==> config.mk <==
export PLATFORM = sky130hd
export DESIGN_NAME = command_dedup_dispatcher
export DESIGN_NICKNAME = d
export VERILOG_FILES = /design/src/hw/rtl/cdd_pkg.sv /design/src/hw/rtl/command_dedup_dispatcher.sv
export SDC_FILE = /design/constraint.sdc
export NUM_CORES = 1
export LEC_CHECK = 0
export ABC_AREA = 1
export BUFFER_PORTS_ARGS = -buffer_cell sky130_fd_sc_hd__clkbuf_2
export CORE_MARGIN = 1
export CORE_UTILIZATION = 50
export DETAILED_ROUTE_END_ITERATION = 10
export HOLD_SLACK_MARGIN = 0.15
export PLACE_DENSITY = 0.7
export SLEW_MARGIN = 40
export SYNTH_ARGS = -nofsm -noshare
export SYNTH_HDL_FRONTEND = slang
export SYNTH_SLANG_ARGS = --single-unit
export TNS_END_PERCENT = 10
==> constraint.sdc <==
create_clock -name clk_i -period 8.82 [get_ports clk_i]
set_input_delay 1.764 -clock clk_i [delete_from_list [all_inputs] [get_ports clk_i]]
set_output_delay 1.764 -clock clk_i [all_outputs]
set_load 0.05 [all_outputs]
==> src/hw/rtl/cdd_pkg.sv <==
package cdd_pkg;

  // Ring geometry; the depth is always a power of two so pointers wrap for free
  localparam int IdxW  = 4;
  localparam int Depth = 1 << IdxW;
  localparam int CntW  = IdxW + 1;
  localparam int KeyW  = 64;

  // Method codes
  localparam logic [2:0] FUNC_DEVICE_MODE = 3'd0;
  localparam logic [2:0] FUNC_SOUND       = 3'd1;
  localparam logic [2:0] FUNC_LIGHT       = 3'd2;
  localparam logic [2:0] FUNC_GET_STATE   = 3'd3;

  // Failure codes
  localparam logic [1:0] FAIL_NONE        = 2'd0;
  localparam logic [1:0] FAIL_INVALID     = 2'd1;
  localparam logic [1:0] FAIL_UNSUP_PARAM = 2'd2;
  localparam logic [1:0] FAIL_UNSUP_CMD   = 2'd3;

  // Action codes
  localparam logic [2:0] ACT_NONE         = 3'd0;
  localparam logic [2:0] ACT_SET_MODE     = 3'd1;
  localparam logic [2:0] ACT_BUZZER_STOP  = 3'd2;
  localparam logic [2:0] ACT_BUZZER_START = 3'd3;
  localparam logic [2:0] ACT_LED_STOP     = 3'd4;
  localparam logic [2:0] ACT_LED_START    = 3'd5;
  localparam logic [2:0] ACT_REPORT       = 3'd6;
  localparam logic [2:0] ACT_REPORT_LOC   = 3'd7;

  localparam logic [2:0] MODE_MAX         = 3'd4;
  localparam logic [15:0] DEF_DURATION_RST = 16'd30;

  typedef struct packed {
    logic [2:0]         func;
    logic [63:0]        command_key;
    logic               mode_present;
    logic [2:0]         mode_code;
    logic               duration_present;
    logic signed [31:0] dur_sec;
    logic               sleep_now;
  } cmd_t;

  typedef struct packed {
    logic        status;
    logic [1:0]  fail_code;
    logic        duplicate;
    logic [2:0]  action;
    logic [2:0]  mode_out;
    logic [30:0] duration_out;
  } res_t;

  // One ring entry: key and its recorded outcome
  typedef struct packed {
    logic [KeyW-1:0] key;
    logic            ack;
    logic [1:0]      code;
  } ent_t;

endpackage

==> src/hw/rtl/command_dedup_dispatcher.sv <==
// Command dispatcher with duplicate suppression.
//
// Command channel: present a command on cmd_i with start high while busy is
// low; that beat is taken and busy stays high until the result is shown.
// Result channel: res_o is valid for exactly one cycle while res_valid_o is
// high. The receiver cannot stall, so there is no backpressure.
// Config channel: cfg_data_i is written into the default duration register on
// a beat with cfg_valid_i and cfg_ready_o high (ready is always high).
//
// Each command walks the ring of recent keys, one synchronous memory read per
// cycle, oldest first. A new key visits all filled entries, and its result
// shows as it is written into the ring. A hit shows its result once the
// matching entry has been read and compared, ending the walk. busy is low in
// the result cycle, so the next beat can be taken at its end. A new command
// is not taken during a walk, whose pace is set by the single memory read port.
//
// Reset empties the ring (fill count and oldest pointer to zero) and loads the
// default duration with 30 s. Memory contents are not cleared; only reads of
// filled entries are ever compared.
module command_dedup_dispatcher (
  input  logic          clk_i,
  input  logic          rst_ni,
  input  logic          start,
  output logic          busy,
  input  cdd_pkg::cmd_t cmd_i,
  output logic          res_valid_o,
  output cdd_pkg::res_t res_o,
  input  logic          cfg_valid_i,
  output logic          cfg_ready_o,
  input  logic [15:0]   cfg_data_i
);
  import cdd_pkg::*;

  typedef enum logic [0:0] {
    ST_IDLE,
    ST_SCAN
  } state_e;

  state_e            state_q;
  cmd_t              cmd_q;
  logic [CntW-1:0]   scan_cnt_q;
  logic              rd_vld_q;
  ent_t              rd_ent_q;
  logic [IdxW-1:0]   oldest_q;
  logic [CntW-1:0]   count_q;
  logic [15:0]       def_dur_q;
  logic              res_valid_q;
  res_t              res_q;

  ent_t              mem_q [Depth];

  logic              issue;
  logic [IdxW-1:0]   rd_addr;
  logic              hit;
  logic              walk_done;
  logic              full;
  logic [IdxW-1:0]   wr_addr;
  logic              mem_we;
  ent_t              wr_ent;
  res_t              new_res;
  res_t              dup_res;

  assign busy        = (state_q != ST_IDLE);
  assign cfg_ready_o = 1'b1;
  assign res_valid_o = res_valid_q;
  assign res_o       = res_q;

  // Walk control
  assign issue     = (state_q == ST_SCAN) && (scan_cnt_q < count_q);
  assign rd_addr   = oldest_q + scan_cnt_q[IdxW-1:0];
  assign hit       = (state_q == ST_SCAN) && rd_vld_q &&
                     (rd_ent_q.key == cmd_q.command_key[KeyW-1:0]);
  assign walk_done = (state_q == ST_SCAN) && !rd_vld_q && !issue;

  // Ring write for a new key
  assign full    = (count_q == CntW'(Depth));
  assign wr_addr = full ? oldest_q : oldest_q + count_q[IdxW-1:0];
  assign mem_we  = walk_done;
  assign wr_ent  = '{key:  cmd_q.command_key[KeyW-1:0],
                     ack:  !new_res.status,
                     code: new_res.fail_code};

  // Cached outcome resend
  always_comb begin
    dup_res           = '0;
    dup_res.status    = !rd_ent_q.ack;
    dup_res.fail_code = rd_ent_q.ack ? FAIL_NONE : rd_ent_q.code;
    dup_res.duplicate = 1'b1;
  end

  // Validation and dispatch of a new command
  always_comb begin
    new_res = '0;
    unique case (cmd_q.func)
      FUNC_DEVICE_MODE: begin
        if (!cmd_q.mode_present) begin
          new_res.status    = 1'b1;
          new_res.fail_code = FAIL_INVALID;
        end else if (cmd_q.mode_code > MODE_MAX) begin
          new_res.status    = 1'b1;
          new_res.fail_code = FAIL_UNSUP_PARAM;
        end else begin
          new_res.action   = ACT_SET_MODE;
          new_res.mode_out = cmd_q.mode_code;
        end
      end
      FUNC_SOUND, FUNC_LIGHT: begin
        if (cmd_q.duration_present && cmd_q.dur_sec[31]) begin
          new_res.status    = 1'b1;
          new_res.fail_code = FAIL_INVALID;
        end else if (cmd_q.duration_present && (cmd_q.dur_sec == 32'sd0)) begin
          new_res.action = (cmd_q.func == FUNC_SOUND) ? ACT_BUZZER_STOP : ACT_LED_STOP;
        end else begin
          new_res.action = (cmd_q.func == FUNC_SOUND) ? ACT_BUZZER_START : ACT_LED_START;
          new_res.duration_out = cmd_q.duration_present ?
                                 cmd_q.dur_sec[30:0] : 31'(def_dur_q);
        end
      end
      FUNC_GET_STATE: begin
        new_res.action = cmd_q.sleep_now ? ACT_REPORT_LOC : ACT_REPORT;
      end
      default: begin
        new_res.status    = 1'b1;
        new_res.fail_code = FAIL_UNSUP_CMD;
      end
    endcase
  end

  // Control state, ring pointers and registered result
  always_ff @(posedge clk_i or negedge rst_ni) begin
    if (!rst_ni) begin
      state_q     <= ST_IDLE;
      cmd_q       <= '0;
      scan_cnt_q  <= '0;
      rd_vld_q    <= 1'b0;
      oldest_q    <= '0;
      count_q     <= '0;
      def_dur_q   <= DEF_DURATION_RST;
      res_valid_q <= 1'b0;
      res_q       <= '0;
    end else begin
      res_valid_q <= hit || walk_done;
      if (cfg_valid_i && cfg_ready_o) begin
        def_dur_q <= cfg_data_i;
      end
      unique case (state_q)
        ST_IDLE: begin
          if (start) begin
            cmd_q      <= cmd_i;
            scan_cnt_q <= '0;
            rd_vld_q   <= 1'b0;
            state_q    <= ST_SCAN;
          end
        end
        ST_SCAN: begin
          rd_vld_q <= issue && !hit;
          if (issue) begin
            scan_cnt_q <= scan_cnt_q + 1'b1;
          end
          if (hit) begin
            res_q   <= dup_res;
            state_q <= ST_IDLE;
          end else if (walk_done) begin
            res_q   <= new_res;
            state_q <= ST_IDLE;
            if (full) begin
              oldest_q <= oldest_q + 1'b1;
            end else begin
              count_q <= count_q + 1'b1;
            end
          end
        end
        default: state_q <= ST_IDLE;
      endcase
    end
  end

  // Ring memory: one write port, one registered read port. The write lands at
  // the edge that opens the result cycle, before any read of the next command.
  always_ff @(posedge clk_i) begin
    if (mem_we) begin
      mem_q[wr_addr] <= wr_ent;
    end
    rd_ent_q <= mem_q[rd_addr];
  end

  // Fill count never passes the ring depth
  assert property (@(posedge clk_i) disable iff (!rst_ni)
    count_q <= CntW'(Depth))
    else $error("ring fill count above depth");

  // A successful result never carries a failure code
  assert property (@(posedge clk_i) disable iff (!rst_ni)
    res_valid_o && !res_o.status |-> res_o.fail_code == FAIL_NONE)
    else $error("acknowledged result with failure code");

  // A result ends the command: busy is already low while it is shown
  assert property (@(posedge clk_i) disable iff (!rst_ni)
    res_valid_o |-> !busy)
    else $error("busy still high with result shown");

  // The ring only grows or advances on a new key's result
  assert property (@(posedge clk_i) disable iff (!rst_ni)
    (count_q != $past(count_q) || oldest_q != $past(oldest_q)) |->
      res_valid_o && !res_o.duplicate)
    else $error("ring pointers moved without a new entry");

endmodule

Word level (Yosys, flattened, before mapping)

Memories as Yosys holds them, arrays and structs flattened. A register that Yosys moved wholly into a read port is not among the register bits.
Cells that the tools add are included.

Bits in writable memories: 1072
Register bits after elaboration: 179
Memories kept: 1
Logic and storage cells: 93
Input port bits: 125
Output and inout bits: 44

Memory list:

| name  | words | bits a word | rd ports | clocked after Yosys merged registers in | write ports | RTL line                       | RTL |
|---|---|---|---|---|---|---|---|
| mem_q | 16    | 67          | 1        | 1                                       | 1           | command_dedup_dispatcher.sv:50 | `ent_t mem_q [Depth];` |

Equality and inequality tests: 7
Add/sub/neg operators: 5
Muxes and demuxes: 32
Order comparisons: 2
Reduce and logical (&&, ||, !) cells: 23
Bitwise operators: 3

Operator list:

| kind                                                 | number |
|---|---|
| two-way mux 31 bit                                   | 4 |
| two-way mux 41 bit                                   | 2 |
| == test 64 bit                                       | 1 |
| logical NOT 32 bit                                   | 1 |
| two-way mux 3 bit                                    | 8 |
| case mux 3 bit (3 select lines)                      | 2 |
| two-way mux 4 bit                                    | 3 |
| adder 5 x 1 -> 5 bit, second input constant          | 2 |
| two-way mux 5 bit                                    | 2 |
| case mux 5 bit (2 select lines)                      | 1 |
| adder 4 bit                                          | 2 |
| logical AND 1 bit                                    | 8 |
| AND reduction 4 bit                                  | 2 |
| two-way mux 1 bit                                    | 7 |
| == test 3 x 2 -> 1 bit, second input constant        | 2 |
| AND reduction 2 bit                                  | 3 |
| == test 5 bit, second input constant                 | 1 |
| logical NOT 1 bit                                    | 5 |
| less-than comparator 5 bit                           | 1 |
| adder 4 x 1 -> 4 bit, second input constant          | 1 |
| case mux 1 bit (2 select lines)                      | 2 |
| == test 3 x 1 -> 1 bit, second input constant        | 1 |
| greater-than comparator 3 bit, second input constant | 1 |
| logical NOT 3 bit                                    | 1 |
| other kinds (7)                                      | 9 |

Depth between registers and ports, before layout

Word-level depth: 7
Depth in mapped cells: 15
Gate-level depth less buffers: 13

Least setup slack after synthesis

OpenSTA, ideal clock, no wires.

Path kind: reg-to-reg
Start: register scan_cnt_q[3]
End: memory mem_q[10][0] (netlist bit), enable pin
Stages on the path, launching flop included: 13
Buffers on the path: 1
Data required time: 8.328 ns
Path slack: 3.887 ns
Setup time: 0.492 ns
Arrival time: 4.441 ns
Cell sequence: dfrtp_1 -> ha_1 -> nand2_1 -> inv_1 -> nand2_1 -> nor2_1 -> a21oi_1 -> nand2_1 -> nand3_2 -> buf_6 -> inv_1 -> nand3_1 -> nor2_1

Word-level cells in the longest chain between the ends: 6

RTL lines:

| element                                 | RTL line                        | RTL |
|---|---|---|
| start, declared                         | command_dedup_dispatcher.sv:41  | `logic [CntW-1:0] scan_cnt_q;` |
| start signal, assigned                  | command_dedup_dispatcher.sv:158 | `scan_cnt_q <= scan_cnt_q + 1'b1;` |
| less-than comparator 5 bit              | command_dedup_dispatcher.sv:69  | `assign issue = (state_q == ST_SCAN) && (scan_cnt_q < count_q);` |
| logical AND 1 bit                       | command_dedup_dispatcher.sv:69  |  |
| logical NOT 1 bit                       | command_dedup_dispatcher.sv:73  | `assign walk_done = (state_q == ST_SCAN) && !rd_vld_q && !issue;` |
| logical AND 1 bit                       | command_dedup_dispatcher.sv:73  |  |
| two-way mux 1 bit                       | command_dedup_dispatcher.sv:181 | `if (mem_we) begin` |
| two-way mux 1 bit (not written as such) | command_dedup_dispatcher.sv:182 | `mem_q[wr_addr] <= wr_ent;` |
| end, declared                           | command_dedup_dispatcher.sv:50  |  |

Every way passes these cells.

Worst setup path after layout

Start: register scan_cnt_q[3]
End: memory mem_q[7][45] (netlist bit), enable pin

The elaborated chain is that of the path after synthesis.

==> implementation parameters <==
Parameter                              Value

Placement
  Gp weighted congestion    0.800
  HPWL after detailed placement    68700 um
  Number of port buffers    167

Worst setup path
  Startpoint class of the critical path    flop
  Cell depth of the worst setup path    12
  Capturing instance or port of the critical path    mem_q[7][45]
  Most used cell along the critical path    nand2_1
  Crit-path cells    ha_1 -> nand2_1 -> inv_1 -> nand2_1 -> nor2_1 -> a21oi_1 -> nand2_1 -> nand3_4 -> inv_1 -> nand3_1 -> nor2_4 -> buf_6
  Beginning of the worst register-to-register path    scan_cnt_q[3]
  Category of the most critical setup path    flop to flop
  Worst setup slack for register-to-register paths    4.64 ns
  Beginning of the critical path    scan_cnt_q[3]
  Worst path max stage delay    0.78 ns
  Cell class contributing the biggest share of worst-path delay    simple AND/OR/NAND/NOR gates
  Required @ worst endpoint    9.18 ns
  Worst reg2reg endpoint    mem_q[7][45]
  Register-to-Register Path Depth    12
  Largest fanout on the critical path    46
  Kind of end point of the critical path    flop
  Number of buffers and inverters on the critical path    3
  Cell type of the slowest stage on the worst timing path    nor2_4
  Crit path arrival time    4.53 ns

Clock network
  Number of gates resized after cts    0
  Num CTS Buffers    134
  # hold bufs at CTS    0
  Number of clock sinks    1318
  CTS clk-pin slew, worst paths    0.06 ns
  CTS Root Cell    clkbuf_16
  H-tree lvl count    4
  Maximum buffer depth of the clock tree    3
  CTS tree    built
  Number of setup buffers added after CTS    0
  Clock latency of the later-clocked register in the worst-skew pair    0.75 ns

Power
  Part of the total power dissipated in the clock network    25.8%
  Sw Share    36.6%
  Leak    0.0229 uW
  Internal power contribution    13600 uW
  Part of the power in registers    44.2%
  Relative contribution of combinational cells to total power    30.1%
  Sw power    7850 uW
  Max VDD drop    0.298 mV
  Power density cells    357 nW/um^2

Synthesis
  Syn Area/Cell    12.4 um^2
  Nets in the synthesized netlist    4446
  Main combinational cell family by area after synthesis    compound AO/OA/AOI/OAI gates
  Proportion of synthesized chip area in sequential cells    71.4%
  Syn. warnings    0
  Yosys reg bits    1318
  Area share of and/or/nand/nor cells after synthesis    6.52%
  Post-synthesis compound-gate area fraction    11.2%
  Adder-cell share of the synthesized area    0.404%
  Number of flops mapped to enable cells by yosys    1072
  Synth cell types    40
  Share of synthesized registers carrying an async set or reset    13.6%
  Netlist area before placement    53300 um^2
  Synth Area in XOR/XNOR    0.343%
  Synth Flop Type    edfxtp_1
  Share of cell area taken by muxes after synthesis    5.04%
  Gate count of the mapped netlist    4305

Floorplan
  Die extent in y    328 um
  Die area    108000 um^2
  Die boundary width    328 um
  Starting utilization of the core area    50.5%
  Boundary Pins    169
  Number of standard-cell rows in the floorplan    119
  Core Region    105000 um^2

Routing
  Met1 wire length    53500 um
  DR pass1 iterations    9
  DRT iter0 DRCs    3235
  Final routed DRC violation total    6
  Wirelength, routed    126000 um
  Routed met3 length    8790 um
  Vias post-DR    33266
  Top routing layer in use    met5
  Average wire per standard cell    21.2 um
  Antenna Violating Nets Remaining    0
  Number of vias per cell after detailed routing    5.60
  Detail Route met2 WL    59900 um

Timing
  Hold WS    0.483 ns
  Slew HR    38.1%
  Fin crit period    4.18 ns
  Maximum achievable frequency    239 MHz
  RSZ-0062 raised after global routing    no
  Part of the cycle the worst path needs    47.4%
  Final setup violation count    0
  Summed negative setup slack over all endpoints    0 ns
  Tightest Pin Transition    0.929 ns
  Max Clock Skew    0.0325 ns
  Hold Violations, Final    0
  Number of pins exceeding their max-slew limit in the final report    0

GRT
  Number of antenna violations at the first check in global routing    3
  Largest net degree at the start of global routing    151
  Number of global-route vias before repair    32372
  Global-route wire length before repair    192000 um
  Global route overflow    0
  Total Routing Usage GR    23.3%

Layout
  Number of filler cells placed in the layout    8440
  Commonest non-fill, non-tap cell in the layout    edfxtp_1
  Storage element area    38000 um^2
  Area growth syn-to-layout    12.9%
  Multi-input combinational cell area    12700 um^2
  Fraction of final layout cells sized beyond drive strength 1    10.1%
  Inserted Diodes    0
  Layout Nets    4574
  Most frequent cells in the layout    edfxtp_1, nand2_1, o21ai_0, inv_1, a21oi_1

Hold path
  Worst min path class    flop to flop
  Hold depth    2

Outcome
  Violated checks    design-rule violations
  Outcome    finished, violations left

Flow run
  Max-capacitance violation count    0
[per-layer routing]
| layer | vias up | global-route usage, % |
|---|---|---|
| met2 | 1203 | 37.3 |
| met3 | 205 | 4.17 |
| li1 | 15468 | - |
| met1 | 16384 | 32.4 |
| met5 | - | 0 |
| met4 | 6 | 7.70 |
[cell families after synthesis]
logic type,after synthesis
adder cells (fa/ha/maj),16
AO/OA/AOI/OAI,1108
multiplexers,268
flip-flops,1318
other,1
buffers and inverters,693
XOR/XNOR,20
AND/OR/NAND/NOR,881
[how the worst min path moves through the flow]
stage | to | start | slack [ns]
floorplan | cmd_q[0] | cmd_q[0] | 0.44
global placement | def_dur_q[1] | def_dur_q[1] | 0.47
detailed placement | cmd_q[0] | cmd_q[0] | 0.48
CTS | def_dur_q[1] | def_dur_q[1] | 0.49
global route | def_dur_q[3] | def_dur_q[3] | 0.50
finish | def_dur_q[1] | def_dur_q[1] | 0.48
[synth_stat cells (2+ instances only)]
library cell,instances,area [um^2]
dfstp_2,4,105
o21ai_1,4,20.0
buf_2,56,280
nand4_1,16,100
a31oi_1,68,425
buf_4,6,45.0
edfxtp_1,1072,32200
nand2_1,604,2270
inv_2,3,11.3
xor2_1,15,131
dfrtp_1,175,4380
ha_1,14,175
clkbuf_1,161,604
mux2i_1,268,2680
nor3_1,20,100
fa_1,2,40.0
nor2_1,195,732
o21ai_0,540,2700
xnor2_1,4,35.0
nor4_1,16,100
nand3b_1,2,15.0
inv_1,451,1690
nand3_1,14,70.1
buf_1,12,45.0
nor2_2,10,62.6
dfxtp_1,67,1340
buf_6,3,33.8
a21oi_1,357,1790
o211ai_1,135,1010
[flip-flops by register name, summed over array words and instances (netlist names)]
name / flops
oldest_q: 4
rd_ent_q: 67
busy: 1
cmd_q: 105
res_valid_o: 1
mem_q: 1072
count_q: 5
def_dur_q: 16
rd_vld_q: 1
res_o: 41
scan_cnt_q: 5
[metrics by stage]
step | power (uW) | cell area, um^2 | util [%] | cells | setup WS [ns]
floorplan | 13800 | 53300 | - | 4305 | 3.89
finish | 21500 | 60200 | 57.1 | 5936 | 4.64
detailed placement | 16000 | 55800 | 52.9 | 5684 | 4.11
CTS | 21500 | 60100 | 57.0 | 5932 | 4.06
global placement | 15700 | 55400 | 52.6 | 5670 | 3.98
global route | 22600 | 60200 | 57.1 | 5936 | 4.30
[final cells by class]
type / instances / area share (%)
Multi-Input combinational cell: 2294 / 21.2
Inverter: 455 / 2.86
Timing Repair Buffer: 230 / 2.76
Sequential cell: 1318 / 63.2
Clock inverter: 55 / 0.809
Tap cell: 1391 / 2.89
Clock buffer: 193 / 6.32
[worst register-to-register path, stage by stage, from the launching register on]
cell and delay [ns]:
dfrtp_1 0.45, ha_1 0.31, nand2_1 0.05, inv_1 0.08
nand2_1 0.06, nor2_1 0.10, a21oi_1 0.05, nand2_1 0.19
nand3_4 0.39, inv_1 0.25, nand3_1 0.36, nor2_4 0.79
buf_6 0.63
[power by group through the flow]
stage                     Sequential (uW)  Clock [uW]  Combinational (uW)
after floorplan                      9500           0                4290
after global placement               9540           0                6190
after detailed placement             9590           0                6400
after CTS                            9480        5600                6440
after global routing                 9630        5830                7110
final                                9480        5520                6450
(Power assumes the default switching activity.)
